### src/hdl/serial_frame_receiver_crc16_top_defines.svh
// ----------------------------------------------------------------------------
// Serial frame receiver assertion macros
// Concurrent check macros for the frame receiver. They are empty when SYNTH
// is defined.
// ----------------------------------------------------------------------------
`ifndef SERIAL_FRAME_RECEIVER_CRC16_TOP_DEFINES_SVH
`define SERIAL_FRAME_RECEIVER_CRC16_TOP_DEFINES_SVH

`ifndef SYNTH
// Same-cycle implication, sampled on the rising clock edge outside reset.
`define SFR_ASSERT_IMP(lbl, ante, cons) \
   lbl: assert property (@(posedge clock) disable iff (reset) (ante) |-> (cons)) \
      else $error("frame receiver check failed");
// Next-cycle implication, sampled on the rising clock edge outside reset.
`define SFR_ASSERT_NXT(lbl, ante, cons) \
   lbl: assert property (@(posedge clock) disable iff (reset) (ante) |=> (cons)) \
      else $error("frame receiver check failed");
`else
`define SFR_ASSERT_IMP(lbl, ante, cons)
`define SFR_ASSERT_NXT(lbl, ante, cons)
`endif

`endif

### src/hdl/sfr_pkg.sv
// ----------------------------------------------------------------------------
// Serial frame receiver package
// Shared constants, result codes and the result record of the frame receiver.
// ----------------------------------------------------------------------------
`default_nettype none

package sfr_pkg;

   // Depth of the frame buffer in bytes.
   localparam int BUFFER_BYTES = 256;
   // Width of the fill count; it must hold BUFFER_BYTES itself.
   localparam int POS_W = $clog2(BUFFER_BYTES + 1);

   localparam logic [15:0] CRC_SEED    = 16'hFFFF;
   localparam logic [15:0] CRC_POLY    = 16'hA001;
   localparam logic [7:0]  SHORT_START = 8'hAA;
   localparam logic [7:0]  LONG_START  = 8'hBB;
   localparam logic [7:0]  END_MARK    = 8'hDD;
   // Fewest buffered bytes for which an end marker is judged as a frame.
   localparam int MIN_FRAME_BYTES = 4;
   // Bytes after the header that are not payload: CRC high, CRC low, trailer.
   localparam int TAIL_BYTES = 3;

   typedef logic [POS_W-1:0] pos_type;

   typedef enum logic [2:0] {
      EV_NONE      = 3'd0,
      EV_GOOD      = 3'd1,
      EV_CRC_ERR   = 3'd2,
      EV_TRAIL_ERR = 3'd3,
      EV_BAD_START = 3'd4,
      EV_TOO_SHORT = 3'd5,
      EV_OVERFLOW  = 3'd6
   } ev_type;

   typedef struct packed {
      logic        payload_valid;
      logic [7:0]  payload_byte;
      logic [7:0]  payload_index;
      ev_type      event_res;
      logic        long_format;
      logic [7:0]  command;
      logic [15:0] payload_length;
   } rsp_type;

endpackage

`default_nettype wire

### src/hdl/sfr_crc16.sv
// ----------------------------------------------------------------------------
// CRC-16 byte update
// Folds one byte into the reflected 0xA001 CRC, one bit per step.
// ----------------------------------------------------------------------------
`default_nettype none

module sfr_crc16
   import sfr_pkg::*;
(
   input  wire logic [15:0] crc_cur,
   input  wire logic [7:0]  data,
   output logic      [15:0] crc_next
);

   always_comb begin
      logic [15:0] acc;
      acc = crc_cur ^ {8'h00, data};
      for (int k = 0; k < 8; k++) begin
         if (acc[0]) begin
            acc = (acc >> 1) ^ CRC_POLY;
         end else begin
            acc = acc >> 1;
         end
      end
      crc_next = acc;
   end

endmodule

`default_nettype wire

### src/hdl/sfr_frame_tracker.sv
// ----------------------------------------------------------------------------
// Frame tracker
// Holds the frame state and judges each received byte combinationally.
// ----------------------------------------------------------------------------
`default_nettype none

module sfr_frame_tracker
   import sfr_pkg::*;
(
   input  wire logic       clock,
   input  wire logic       reset,
   input  wire logic       step,
   input  wire logic [7:0] rx_byte,
   output rsp_type         result
);

   pos_type     pos_ff,   pos_in;
   logic [7:0]  start_ff, start_in;
   logic [15:0] len_ff,   len_in;
   logic [15:0] crc_ff,   crc_in;
   logic [15:0] rcrc_ff,  rcrc_in;
   logic        end_ff,   end_in;
   logic [7:0]  cmd_ff,   cmd_in;

   logic [15:0] crc_upd;

   sfr_crc16 u_crc (
      .crc_cur  (crc_ff),
      .data     (rx_byte),
      .crc_next (crc_upd)
   );

   always_comb begin
      logic        full;
      logic        good_cur;
      logic [1:0]  hl_cur;
      pos_type     off;
      logic [16:0] off_ext;
      logic [16:0] len_ext;
      logic        good_new;
      logic [1:0]  hl_new;
      logic        clr;

      pos_in   = pos_ff;
      start_in = start_ff;
      len_in   = len_ff;
      crc_in   = crc_ff;
      rcrc_in  = rcrc_ff;
      end_in   = end_ff;
      cmd_in   = cmd_ff;
      result   = '0;
      clr      = 1'b0;

      full     = (pos_ff == pos_type'(BUFFER_BYTES));
      good_cur = (start_ff == SHORT_START) || (start_ff == LONG_START);
      hl_cur   = (start_ff == LONG_START) ? 2'd3 : 2'd2;
      off      = pos_ff - pos_type'(hl_cur);
      off_ext  = 17'(off);
      len_ext  = {1'b0, len_ff};

      if (!full) begin
         pos_in = pos_ff + pos_type'(1);
         if (pos_ff == '0) begin
            start_in = rx_byte;
            len_in   = '0;
            crc_in   = CRC_SEED;
            rcrc_in  = '0;
            end_in   = 1'b0;
            cmd_in   = '0;
         end else if (good_cur) begin
            if (pos_ff < pos_type'(hl_cur)) begin
               // Header: length field, high byte first in the long format.
               if (start_ff == SHORT_START) begin
                  len_in = {8'h00, rx_byte};
               end else if (pos_ff == pos_type'(1)) begin
                  len_in = {rx_byte, 8'h00};
               end else begin
                  len_in = len_ff | {8'h00, rx_byte};
               end
            end else begin
               if (off == '0) begin
                  cmd_in = rx_byte;
               end
               if (off_ext < len_ext) begin
                  crc_in                = crc_upd;
                  result.payload_valid  = 1'b1;
                  result.payload_byte   = rx_byte;
                  result.payload_index  = off_ext[7:0];
               end else if (off_ext == len_ext) begin
                  rcrc_in = {rx_byte, 8'h00};
               end else if (off_ext == len_ext + 17'd1) begin
                  rcrc_in = rcrc_ff | {8'h00, rx_byte};
               end else if (off_ext == len_ext + 17'd2) begin
                  end_in = (rx_byte == END_MARK);
               end
            end
         end
      end

      // Frame description as it stands after this byte.
      good_new = (pos_in != '0) &&
                 ((start_in == SHORT_START) || (start_in == LONG_START));
      hl_new   = (start_in == LONG_START) ? 2'd3 : 2'd2;
      result.long_format    = (pos_in != '0) && (start_in == LONG_START);
      result.command        = (good_new && (pos_in > pos_type'(hl_new))) ? cmd_in : 8'h00;
      result.payload_length = (good_new && (pos_in >= pos_type'(hl_new))) ? len_in : 16'h0000;

      result.event_res = EV_NONE;
      if (full) begin
         result.event_res = EV_OVERFLOW;
         clr              = 1'b1;
      end else if (rx_byte == END_MARK) begin
         if (pos_in < pos_type'(MIN_FRAME_BYTES)) begin
            result.event_res = EV_TOO_SHORT;
            clr              = 1'b1;
         end else if (!good_new) begin
            result.event_res = EV_BAD_START;
            clr              = 1'b1;
         end else if (17'(pos_in) <
                      ({1'b0, len_in} + 17'(hl_new) + 17'(TAIL_BYTES))) begin
            result.event_res = EV_TOO_SHORT;
         end else begin
            if (crc_in != rcrc_in) begin
               result.event_res = EV_CRC_ERR;
            end else if (!end_in) begin
               result.event_res = EV_TRAIL_ERR;
            end else begin
               result.event_res = EV_GOOD;
            end
            clr = 1'b1;
         end
      end

      if (clr) begin
         pos_in  = '0;
         len_in  = '0;
         crc_in  = CRC_SEED;
         rcrc_in = '0;
         end_in  = 1'b0;
         cmd_in  = '0;
      end
   end

   always_ff @(posedge clock) begin
      if (reset) begin
         pos_ff  <= '0;
         len_ff  <= '0;
         crc_ff  <= CRC_SEED;
         rcrc_ff <= '0;
         end_ff  <= 1'b0;
         cmd_ff  <= '0;
      end else if (step) begin
         pos_ff  <= pos_in;
         len_ff  <= len_in;
         crc_ff  <= crc_in;
         rcrc_ff <= rcrc_in;
         end_ff  <= end_in;
         cmd_ff  <= cmd_in;
      end
   end

   // The start byte is only looked at once the fill count says it was written.
   always_ff @(posedge clock) begin
      if (step) begin
         start_ff <= start_in;
      end
   end

endmodule

`default_nettype wire

### src/hdl/serial_frame_receiver_crc16_top.sv
// ----------------------------------------------------------------------------
// Serial frame receiver with CRC-16 check
// Deframes a UART byte stream carrying short (0xAA) and long (0xBB) frames.
// ----------------------------------------------------------------------------
// Usage. Each request on the req_ channel carries one received byte on
// req_rx_byte. Every request produces exactly one result on the rsp_ channel,
// in order. A result flags payload bytes with their index, reports the frame
// header as it stands, and on an end marker (0xDD) or a buffer overflow gives
// the verdict on the frame in rsp_event_res.
// Flow: a request accepted into the input register is judged by the frame
// tracker and lands in the result register, which drives rsp_valid, once
// that register can take a new entry. Throughput is one request per clock
// cycle while results are taken or the result register is empty; the limit
// is the combinational byte-wise CRC update and position compare in the
// tracker, which must finish before the next byte of the same frame.
// Reset (synchronous, active high) empties both pipeline registers and
// clears the frame state; the receiver then waits for a start byte.
// Stalls: when rsp_ready is low the result is held stable and the input
// register keeps one further request; req_ready drops only when both are
// occupied and the result is not being taken.
// ----------------------------------------------------------------------------
`default_nettype none
`include "serial_frame_receiver_crc16_top_defines.svh"

module serial_frame_receiver_crc16_top
   import sfr_pkg::*;
(
   input  wire logic        clock,
   input  wire logic        reset,

   input  wire logic        req_valid,
   output logic             req_ready,
   input  wire logic [7:0]  req_rx_byte,

   output logic             rsp_valid,
   input  wire logic        rsp_ready,
   output logic             rsp_payload_valid,
   output logic [7:0]       rsp_payload_byte,
   output logic [7:0]       rsp_payload_index,
   output logic [2:0]       rsp_event_res,
   output logic             rsp_long_format,
   output logic [7:0]       rsp_command,
   output logic [15:0]      rsp_payload_length
);

   // Input register: one request waiting to be judged.
   logic       in_valid_ff;
   logic [7:0] in_byte_ff;

   // Result register.
   logic    rsp_valid_ff;
   rsp_type rsp_ff;

   // The result register can take a new entry when it is empty or being read.
   logic    rsp_adv;
   logic    step;
   rsp_type result;

   assign rsp_adv   = !rsp_valid_ff || rsp_ready;
   assign step      = in_valid_ff && rsp_adv;
   assign req_ready = !in_valid_ff || rsp_adv;

   sfr_frame_tracker u_tracker (
      .clock   (clock),
      .reset   (reset),
      .step    (step),
      .rx_byte (in_byte_ff),
      .result  (result)
   );

   always_ff @(posedge clock) begin
      if (reset) begin
         in_valid_ff  <= 1'b0;
         rsp_valid_ff <= 1'b0;
      end else begin
         if (req_ready) begin
            in_valid_ff <= req_valid;
         end
         if (rsp_adv) begin
            rsp_valid_ff <= in_valid_ff;
         end
      end
   end

   // Payload registers carry no reset; the valid flags above qualify them.
   always_ff @(posedge clock) begin
      if (req_valid && req_ready) begin
         in_byte_ff <= req_rx_byte;
      end
      if (step) begin
         rsp_ff <= result;
      end
   end

   assign rsp_valid          = rsp_valid_ff;
   assign rsp_payload_valid  = rsp_ff.payload_valid;
   assign rsp_payload_byte   = rsp_ff.payload_byte;
   assign rsp_payload_index  = rsp_ff.payload_index;
   assign rsp_event_res      = rsp_ff.event_res;
   assign rsp_long_format    = rsp_ff.long_format;
   assign rsp_command        = rsp_ff.command;
   assign rsp_payload_length = rsp_ff.payload_length;

   // A payload byte can only coincide with no verdict, or with an early end
   // marker that happens to be a payload byte.
   `SFR_ASSERT_IMP(a_payload_event, rsp_valid_ff && rsp_ff.payload_valid, (rsp_ff.event_res == EV_NONE) || (rsp_ff.event_res == EV_TOO_SHORT))

   // A dropped byte is never passed on as payload.
   `SFR_ASSERT_IMP(a_overflow_drop, rsp_valid_ff && (rsp_ff.event_res == EV_OVERFLOW), !rsp_ff.payload_valid)

   // A request waiting behind a full result register is kept intact.
   `SFR_ASSERT_NXT(a_input_hold, in_valid_ff && !rsp_adv, in_valid_ff && $stable(in_byte_ff))

   // Back-pressure only arises when both registers are full and stalled.
   `SFR_ASSERT_IMP(a_ready_cause, !req_ready, in_valid_ff && rsp_valid_ff && !rsp_ready)

endmodule

`default_nettype wire

### config.mk
export PLATFORM = sky130hd
export DESIGN_NAME = serial_frame_receiver_crc16_top
export DESIGN_NICKNAME = d
export VERILOG_FILES = /design/src/hdl/sfr_pkg.sv /design/src/hdl/sfr_crc16.sv /design/src/hdl/sfr_frame_tracker.sv /design/src/hdl/serial_frame_receiver_crc16_top.sv
export VERILOG_INCLUDE_DIRS = /design/src /design/src/hdl
export SDC_FILE = /design/constraint.sdc
export NUM_CORES = 1
export LEC_CHECK = 0
export BUFFER_PORTS_ARGS = -buffer_cell sky130_fd_sc_hd__buf_4
export CAP_MARGIN = 10
export CORE_MARGIN = 4
export CORE_UTILIZATION = 60
export CTS_CLUSTER_SIZE = 12
export DETAILED_ROUTE_END_ITERATION = 10
export GPL_ROUTABILITY_DRIVEN = 1
export PLACE_DENSITY = 0.83
export SYNTH_ARGS = -nofsm -noshare
export SYNTH_HDL_FRONTEND = slang
export SYNTH_SLANG_ARGS = --single-unit
### constraint.sdc
create_clock -name clock -period 16 [get_ports clock]
set_input_delay 0.8 -clock clock [delete_from_list [all_inputs] [get_ports clock]]
set_output_delay 0.8 -clock clock [all_outputs]
set_load 0.005 [all_outputs]
==> run summary, run 1 <==
After routing, the total negative slack on setup checks comes to 0 ns. The maximum clock path buffer count was 2; the number of buffers created by CTS was 17. The final worst setup slack was 9.061 ns; the area fraction of the dominant cell type after synthesis was 21.78%. Once layout is complete, the cells apart from fillers number 1133. Summed over all nets, the half-perimeter wirelength after detailed placement is 18020 um. The number of warning messages in the yosys log was 0; the power density of the placed cells was 87.18 mW/mm^2. Buffers placed on the I/O ports in this run total 58. For this run, global-route usage on met3 was measured as 7.608%. The most common cell after layout, fill and taps aside was sky130_fd_sc_hd__nor2_1. After clock tree synthesis, the clock-pin slew on the worst setup and hold paths is 0.06 ns. The count of flip-flops with a built-in enable after synthesis works out to 61. The worst clock skew on the final layout came out at 0.007227 ns. In this run the post-CTS setup repair buffer count came out at 0. The final critical path takes up 43.37% of the cycle. The root buffer selected by CTS is sky130_fd_sc_hd__clkbuf_16. The share of synthesized registers carrying an async set or reset is 0%.

59 I/O pins were placed. The tools report the critical path startpoint category as a register. The net count of the finished layout is 983.

At the worst endpoint, the arrival time is 7.13 ns. The mapped netlist covers 0.008411 sq mm. Synthesis produced a netlist whose cell count is 911. Synthesis inferred 129 register bits. The worst register-to-register path has a setup slack of 9.06 ns.

The logs give 62.28% for the effective utilization at floorplan and 0 for the antenna diode count. In this run the standard cell core region covers 0.01351 sq mm. Summed over all layers, the global routing overflow is 0.

For the worst setup path, the data required time is 16.19 ns. In this run the worst hold path is classified as register to register. Setup violations remaining at the end of the flow were counted as 0. The tools report the global-route wire length before repair as 40140 um.

Once the clock tree was built, the resizer swapped 0 gates to a different size. CTS built an H-tree with a depth of 4. The synthesized netlist net count was 950. The logs give 0 for the final hold violation count and 0 for the count of unresolved DRC violations after routing.

The run finished with clean final reports. Initial antenna violation count: 0. After synthesis, the netlist uses 87 different library cells. The initialized floorplan defines 42 standard-cell rows.

The logs give 20.24% for the worst slew margin relative to its limit and 0 for the count of maximum capacitance violations. The part of the Yosys area used for sequential elements is 37.96%, and the overall routing resource usage is 31.82%. Yosys attributes the largest share of cell area to sky130_fd_sc_hd__edfxtp_1 (22%), sky130_fd_sc_hd__dfxtp_1 (16%), sky130_fd_sc_hd__xnor2_1 (6.0%).

The library cells used most frequently in the layout, excluding fill and tap cells, are sky130_fd_sc_hd__nor2_1 (79), sky130_fd_sc_hd__nand2_1 (71), sky130_fd_sc_hd__dfxtp_1 (68). After global routing, the most crowded layer is met2. VDD sags by at most 0.07334 mV. The logs give 0.01598 sq mm for the floorplan die area and 129 for the number of clock sinks seen by CTS. The met1 layer usage reported by global route is 44.22%, and the via density per instance is 6.771. The biggest area contributor in the post-synthesis netlist is sky130_fd_sc_hd__edfxtp_1.

Including well taps, the total number of placed cells is 1101. The floorplan step set the die height to 126.4 um. The first TritonRoute pass finished after 6 iterations.

The highest attainable clock frequency is 144.1 MHz. TritonCTS built the clock tree. Worst hold-check slack: 0.4670 ns.

The design draws 825.8 uW. The leakage power came out at 0.003481 uW. Among all flip-flop cells after synthesis, the most frequent one is sky130_fd_sc_hd__dfxtp_1.

Setup repair after global routing left no endpoint under its margin. For met2 alone, demand over resource in global routing was 47.85%. The tools report the nature of the critical path endpoint as a register.

The die is 126.4 um wide. The routed length per placed instance is 22.53 um, and the average size of a mapped cell is 9.232 sq um. The tools report the number of global-route vias before repair as 7354.

The congestion estimate from routability-driven global placement came to 0.9989. Entering global routing, the biggest net connects 61 pins. The largest fanout on the critical path was 32; the setup slack at placement was 9.301 ns. The final-report max-slew violation count came out at 0. Summing over every cut layer, the via total after detailed routing is 7672. The shortest period the worst path allows was 6.939 ns. The later pin in the worst-skew pair is clocked with a latency of 0.43 ns. The first routing iteration left 1031 violations. For the pin with the worst max-slew slack, the measured transition is 1.194 ns.

In this run the remaining antenna-violating nets after routing total 0. For this block, the routed nets add up to 25520 um of wire. The critical path is of the register to register type.

Cells with a size suffix above 1 make up 15.88% of the layout. The area growth from synthesis to layout was 12.63%. For this design, the CTS-stage hold fixing added 0 buffers.
[logic make-up (layout without fill, tap and decap cells)]
logic type               count (synthesis)  count (layout)  synth area share [%]
AO/OA/AOI/OAI                          213             213                 19.61
adder cells (fa/ha/maj)                 28              28                 4.136
buffers and inverters                   93             139                 4.760
flip-flops                             129             129                 37.96
multiplexers                            19              19                 2.321
XOR/XNOR                                80              80                 9.149
AND/OR/NAND/NOR                        349             349                 22.06
[where the power goes]
| group | internal (uW) | switching [uW] |
|---|---|---|
| Sequential | 353 | 6.98 |
| Clock | 244 | 150 |
| Combinational | 25.0 | 46.6 |
| Total | 622 | 204 |
[worst max-delay path, stage by stage (launching register included)]
cell                       delay (ns)
sky130_fd_sc_hd__edfxtp_1        0.42
sky130_fd_sc_hd__nand4_1         0.37
sky130_fd_sc_hd__nor3_1          0.12
sky130_fd_sc_hd__ha_1            0.23
sky130_fd_sc_hd__nor2b_1         0.43
sky130_fd_sc_hd__nor2_1          0.16
sky130_fd_sc_hd__xor2_1          0.56
sky130_fd_sc_hd__ha_1            0.38
sky130_fd_sc_hd__a211oi_1        0.19
sky130_fd_sc_hd__o21ai_0         0.16
sky130_fd_sc_hd__and3_1          0.17
sky130_fd_sc_hd__nor2_1          0.34
sky130_fd_sc_hd__nand2_1         0.39
sky130_fd_sc_hd__inv_2           0.57
sky130_fd_sc_hd__mux2i_1         0.37
sky130_fd_sc_hd__a21oi_1         0.10
sky130_fd_sc_hd__and2_1          0.19
sky130_fd_sc_hd__a221o_1         0.28
sky130_fd_sc_hd__or4_1           0.50
sky130_fd_sc_hd__nor4_1          0.37
sky130_fd_sc_hd__nand2_1         0.09
sky130_fd_sc_hd__a31o_2          0.26
[cells in the mapped netlist, types with 5 or more instances]
library cell                number
sky130_fd_sc_hd__nor2_1         79
sky130_fd_sc_hd__nand2_1        71
sky130_fd_sc_hd__dfxtp_1        68
sky130_fd_sc_hd__edfxtp_1       61
sky130_fd_sc_hd__xnor2_1        58
sky130_fd_sc_hd__a21oi_1        38
sky130_fd_sc_hd__inv_1          37
sky130_fd_sc_hd__clkbuf_1       35
sky130_fd_sc_hd__a22oi_1        34
sky130_fd_sc_hd__nand3_1        28
sky130_fd_sc_hd__ha_1           27
sky130_fd_sc_hd__nand4_1        27
sky130_fd_sc_hd__nor3_1         25
sky130_fd_sc_hd__o21ai_0        25
sky130_fd_sc_hd__nand2b_1       17
sky130_fd_sc_hd__xor2_1         17
sky130_fd_sc_hd__and3_1         16
sky130_fd_sc_hd__nor4_1         16
sky130_fd_sc_hd__mux2i_1        15
sky130_fd_sc_hd__a22o_1         12
sky130_fd_sc_hd__and2_1         12
sky130_fd_sc_hd__a2bb2oi_2      10
sky130_fd_sc_hd__or3_1           9
sky130_fd_sc_hd__buf_2           8
sky130_fd_sc_hd__a31oi_1         7
sky130_fd_sc_hd__nor2b_1         7
sky130_fd_sc_hd__or2_2           7
sky130_fd_sc_hd__a21o_1          6
sky130_fd_sc_hd__o22a_2          6
sky130_fd_sc_hd__o2bb2ai_1       6
sky130_fd_sc_hd__o31ai_1         6
sky130_fd_sc_hd__and4_1          5
sky130_fd_sc_hd__buf_6           5
sky130_fd_sc_hd__o2111ai_1       5
sky130_fd_sc_hd__o22ai_1         5
sky130_fd_sc_hd__or4_1           5
sky130_fd_sc_hd__xnor3_1         5
[final cells by class]
type                       instances  area [sq um]
clock buffer                      18         429.2
clock inverter                    14         163.9
fill                            1040          4033
inverter                          41         153.9
multi-input combinational        689          4817
sequential                       129          3193
tap                              176         220.2
timing repair buffer              66         495.5
[path summary, 6_finish.rpt]
| path | startpoint | end | depth (start not counted) |
|---|---|---|---|
| setup / recovery | u_tracker.start_ff[5] | rsp_event_res[1] | 21 |
| hold / removal | u_tracker.rcrc_ff[14] | u_tracker.rcrc_ff[14] | 1 |
| setup reg to reg | u_tracker.start_ff[5] | rsp_event_res[1] | 21 |
| hold reg to reg | u_tracker.rcrc_ff[14] | u_tracker.rcrc_ff[14] | 1 |
[flip-flops by register name, indices dropped and copies added (netlist names)]
name                cells
in_byte_ff              8
in_valid_ff             1
rsp_command             8
rsp_event_res           3
rsp_long_format         1
rsp_payload_byte        8
rsp_payload_index       8
rsp_payload_length     16
rsp_payload_valid       1
rsp_valid               1
u_tracker.cmd_ff        8
u_tracker.crc_ff       16
u_tracker.end_ff        1
u_tracker.len_ff       16
u_tracker.pos_ff        9
u_tracker.rcrc_ff      16
u_tracker.start_ff      8
[metal layers]
| layer | share of wire (%) | up-vias |
|---|---|---|
| li1 | - | 3466 |
| met1 | 40 | 3564 |
| met4 | 3.5 | 0 |
| met3 | 13 | 84 |
| met5 | 0 | - |
| met2 | 44 | 558 |
[through the flow]
step                      util (%)  cell area, sq um
after global placement       65.75              8880
final                        70.14              9473
after global routing         70.14              9473
after floorplan                  -              8411
after CTS                    70.14              9473
after detailed placement     65.75              8880
Power figures use the tool's default switching activity.
==> run 2, diff against run 1 <==
Clock period 16 ns to 6.9 ns, I/O delays scaled along.
==> run 2 against run 1 <==
Net effect: sequential power up 130%; first-iteration DRC count down 19%; flip-flop and latch count unchanged; die area unchanged; critical path depth unchanged; clock-buffer cell count up 1; design area up 1.4%; power up 130%; critical endpoint unchanged; largest power group unchanged.
==> run summary, run 2 (synthesis results as in run 1) <==
The library cells used most frequently in the layout, excluding fill and tap cells, are sky130_fd_sc_hd__buf_4 (80), sky130_fd_sc_hd__nor2_1 (79), sky130_fd_sc_hd__nand2_1 (71). The via density per instance is 6.786 (+0.22%), and the count of input and output buffers is 58 (unchanged). The number of cells upsized or downsized after cts is 0 (unchanged), and the worst hold-check slack is 0.07981 ns (-0.3872 ns). Number of standard cells in the final layout excluding fillers: 1147 (+1.2%). Shortest period the worst path allows: 6.408 ns (-0.5319 ns). The placed wire-length estimate came out at 18370 um (+2.0%). The final hold violation count is 0 (unchanged), and the highest attainable clock frequency is 156.1 MHz (+8.3%). The run gives 0 (unchanged) as the number of setup buffers added after CTS. The number of cells traversed by the worst register-to-register path was 21 (unchanged). The height of the chip was 126.4 um (unchanged). The count of TritonRoute iterations in the first routing pass came out at 9 (+3). The fraction of layout instances using a drive strength above 1 was 17.10% (+1.2 points); the number of clock sinks seen by CTS was 129 (unchanged). The tools report the final worst setup slack as 0.4924 ns (-8.568 ns). The core box area is 0.01351 sq mm (unchanged). The required time of the worst setup path came out at 7.09 ns (-9.10 ns). The tools report the global-route wire length before repair as 40850 um (+1.8%).

The most common cell after layout, fill and taps aside is sky130_fd_sc_hd__buf_4. For the pin count of the biggest net entering global routing, the log shows 41 (-33%). The tools report the hold-fix buffer count after cts as 0 (unchanged). Setup repair after global routing left no endpoint under its margin. Power density of the placed cells: 200.9 mW/mm^2 (+130%). The horizontal die dimension is 126.4 um (unchanged). Proportion of power drawn by combinational gates: 8.9% (+0.2 points). The critical path is of the register to register type.

Compared with the post-synthesis result, the final layout area differs by 14.19%. The root buffer selected by CTS was sky130_fd_sc_hd__clkbuf_16. The tools report the total met2 wirelength after detailed routing as 11460 um (+1.6%). Highest metal layer used by the detailed router: met4. For the met3 wire length, the log shows 3272 um (+1.1%). The post-detailed-routing wire length was 25970 um (+1.7%); the antenna diode count was 0 (unchanged). The setup TNS was 0 ns (unchanged). Violation count after the first detailed-route iteration: 838 (-19%). Critical path startpoint category: a register. The leakage power was 0.003566 uW (+2.4%); the row count was 42 (unchanged). The routed length per placed instance was 22.64 um (+0.50%); the switching share of power was 23.56% (-1.1 points). The post-placement cell count is 1115 (+1.3%), and the register clock-pin slew on the reported worst setup and hold paths is 0.06 ns (about the same). The worst clock skew on the final layout came out at 0.01756 ns (+0.01033 ns). The run gives 0.01598 sq mm (unchanged) as the floorplan die area.

The min-delay analysis places its worst path in the category input port to register. Number of buffers created by CTS: 17 (unchanged). Final estimated routing congestion in global placement: 1.007 (+0.80%).

The run gives 0.1527 mV (+110%) as the worst ir drop on vdd. For the count of maximum capacitance violations, the log shows 0 (unchanged). The logs give 0.009604 sq mm (+1.4%) for the final non-filler cell area and 4 (unchanged) for the total number of H-tree levels. The pin slew with the least headroom to its limit works out to 0.9651 ns (-0.2284 ns). Final number of setup-violating endpoints: 0 (unchanged). The period utilization came out at 92.86% (+49 points). The worst setup path is captured at a register.

The final-report max-slew violation count is 0 (unchanged), and the overflow left after global routing is 0 (unchanged). Maximum clock path buffer count: 2 (unchanged). Internal power of the cells: 1475 uW (+140%). The flow ran to the end, and the final reports show no timing, DRC or antenna violations.

The I/O pin count is 59 (unchanged). Total vias in the final route: 7784 (+1.5%). The critical path data arrival time was 6.59 ns (-0.54 ns). TritonCTS built the clock tree.

The clock latency of the later-clocked register in the worst-skew pair is 0.44 ns (about the same). The switching component of the power was 454.4 uW (+120%). The post-place instance area is 0.008985 sq mm (+1.2%). The overall routing resource usage came out at 32.23% (+0.40 points).

Final antenna-violating net count: 0 (unchanged). The largest fanout on the critical path is 32 (unchanged). The share of total power in the clock network is 48.0% (+0.3 points). For the effective utilization at floorplan, the log shows 62.28% (unchanged).

The number of cells traversed by the worst hold path came out at 1 (unchanged). For the initial antenna violation count, the log shows 0 (unchanged). The logs give 0 (unchanged) for the count of unresolved DRC violations after routing and 43.1% (-0.5 points) for the proportion of power drawn by flip-flops and latches. Worst slew margin relative to its limit: 35.06% (+15 points). The run gives 10110 um (about the same) as the wire length on met1. The total number of nets in the final design is 997 (+1.4%), and the setup slack at placement is 0.5224 ns (-8.779 ns).

The number of global-route vias before repair was 7456 (+1.4%).
[run 2: changes by cell type in the layout (fill, tap and decap cells not counted), sizes merged]
cell	delta
clkbuf	+1
clkinvlp	-2
buf	+14
bufinv	+1
clkinv	+2
inv	-2
[run 2: through the flow]
stage / utilization [%] / power, uW
3_3_place_gp: 66.53 / 1008
5_1_grt: 71.11 / 1974
3_5_place_dp: 66.53 / 1012
2_1_floorplan: - / 951.2
4_1_cts: 70.97 / 1925
6_report: 71.11 / 1929
[run 2: cell type report]
cell class                 count  area, sq um
clock buffer                  19        432.9
fill                         995         3901
multi-input combinational    689         4833
inverter                      41        156.4
clock inverter                13        167.7
tap                          176        220.2
sequential                   129         3193
timing repair buffer          80        600.6
[run 2: per-layer routing]
layer / GRT usage [%] / up-vias
met3: 10.05 / 118
met1: 42.32 / 3638
met2: 49.00 / 532
li1: - / 3496
met5: 0 / -
met4: 14.38 / 0
[run 2: power by group through the flow]
stage	logic, uW	registers (uW)	clock network [uW]
2_1_floorplan	109	842	0
3_3_place_gp	162	847	0
3_5_place_dp	165	847	0
4_1_cts	167	831	927
5_1_grt	183	833	958
6_report	172	832	925
[run 2: worst paths after layout]
kind | startpoint | slack, ns | to
worst min-delay path | req_rx_byte[5] | 0.08 | in_byte_ff[5]
worst min register to register | u_tracker.rcrc_ff[14] | 0.46 | u_tracker.rcrc_ff[14]
worst max register to register | u_tracker.start_ff[1] | 0.49 | rsp_event_res[1]
worst max-delay path | u_tracker.start_ff[1] | 0.49 | rsp_event_res[1]
[run 2: worst max-delay path, stage by stage, from the launching register on]
cell                       delay [ns]
sky130_fd_sc_hd__edfxtp_1        0.40
sky130_fd_sc_hd__nand4_1         0.28
sky130_fd_sc_hd__nor3_1          0.11
sky130_fd_sc_hd__ha_1            0.22
sky130_fd_sc_hd__nor2b_1         0.42
sky130_fd_sc_hd__nor2_1          0.14
sky130_fd_sc_hd__xor2_1          0.51
sky130_fd_sc_hd__ha_1            0.37
sky130_fd_sc_hd__a211oi_1        0.19
sky130_fd_sc_hd__o21ai_0         0.18
sky130_fd_sc_hd__and3_1          0.18
sky130_fd_sc_hd__nor2_1          0.33
sky130_fd_sc_hd__nand2_1         0.18
sky130_fd_sc_hd__inv_4           0.34
sky130_fd_sc_hd__mux2i_2         0.36
sky130_fd_sc_hd__a21oi_1         0.12
sky130_fd_sc_hd__and2_1          0.21
sky130_fd_sc_hd__a221o_1         0.27
sky130_fd_sc_hd__or4_1           0.50
sky130_fd_sc_hd__nor4_1          0.42
sky130_fd_sc_hd__nand2_1         0.13
sky130_fd_sc_hd__a31o_2          0.28
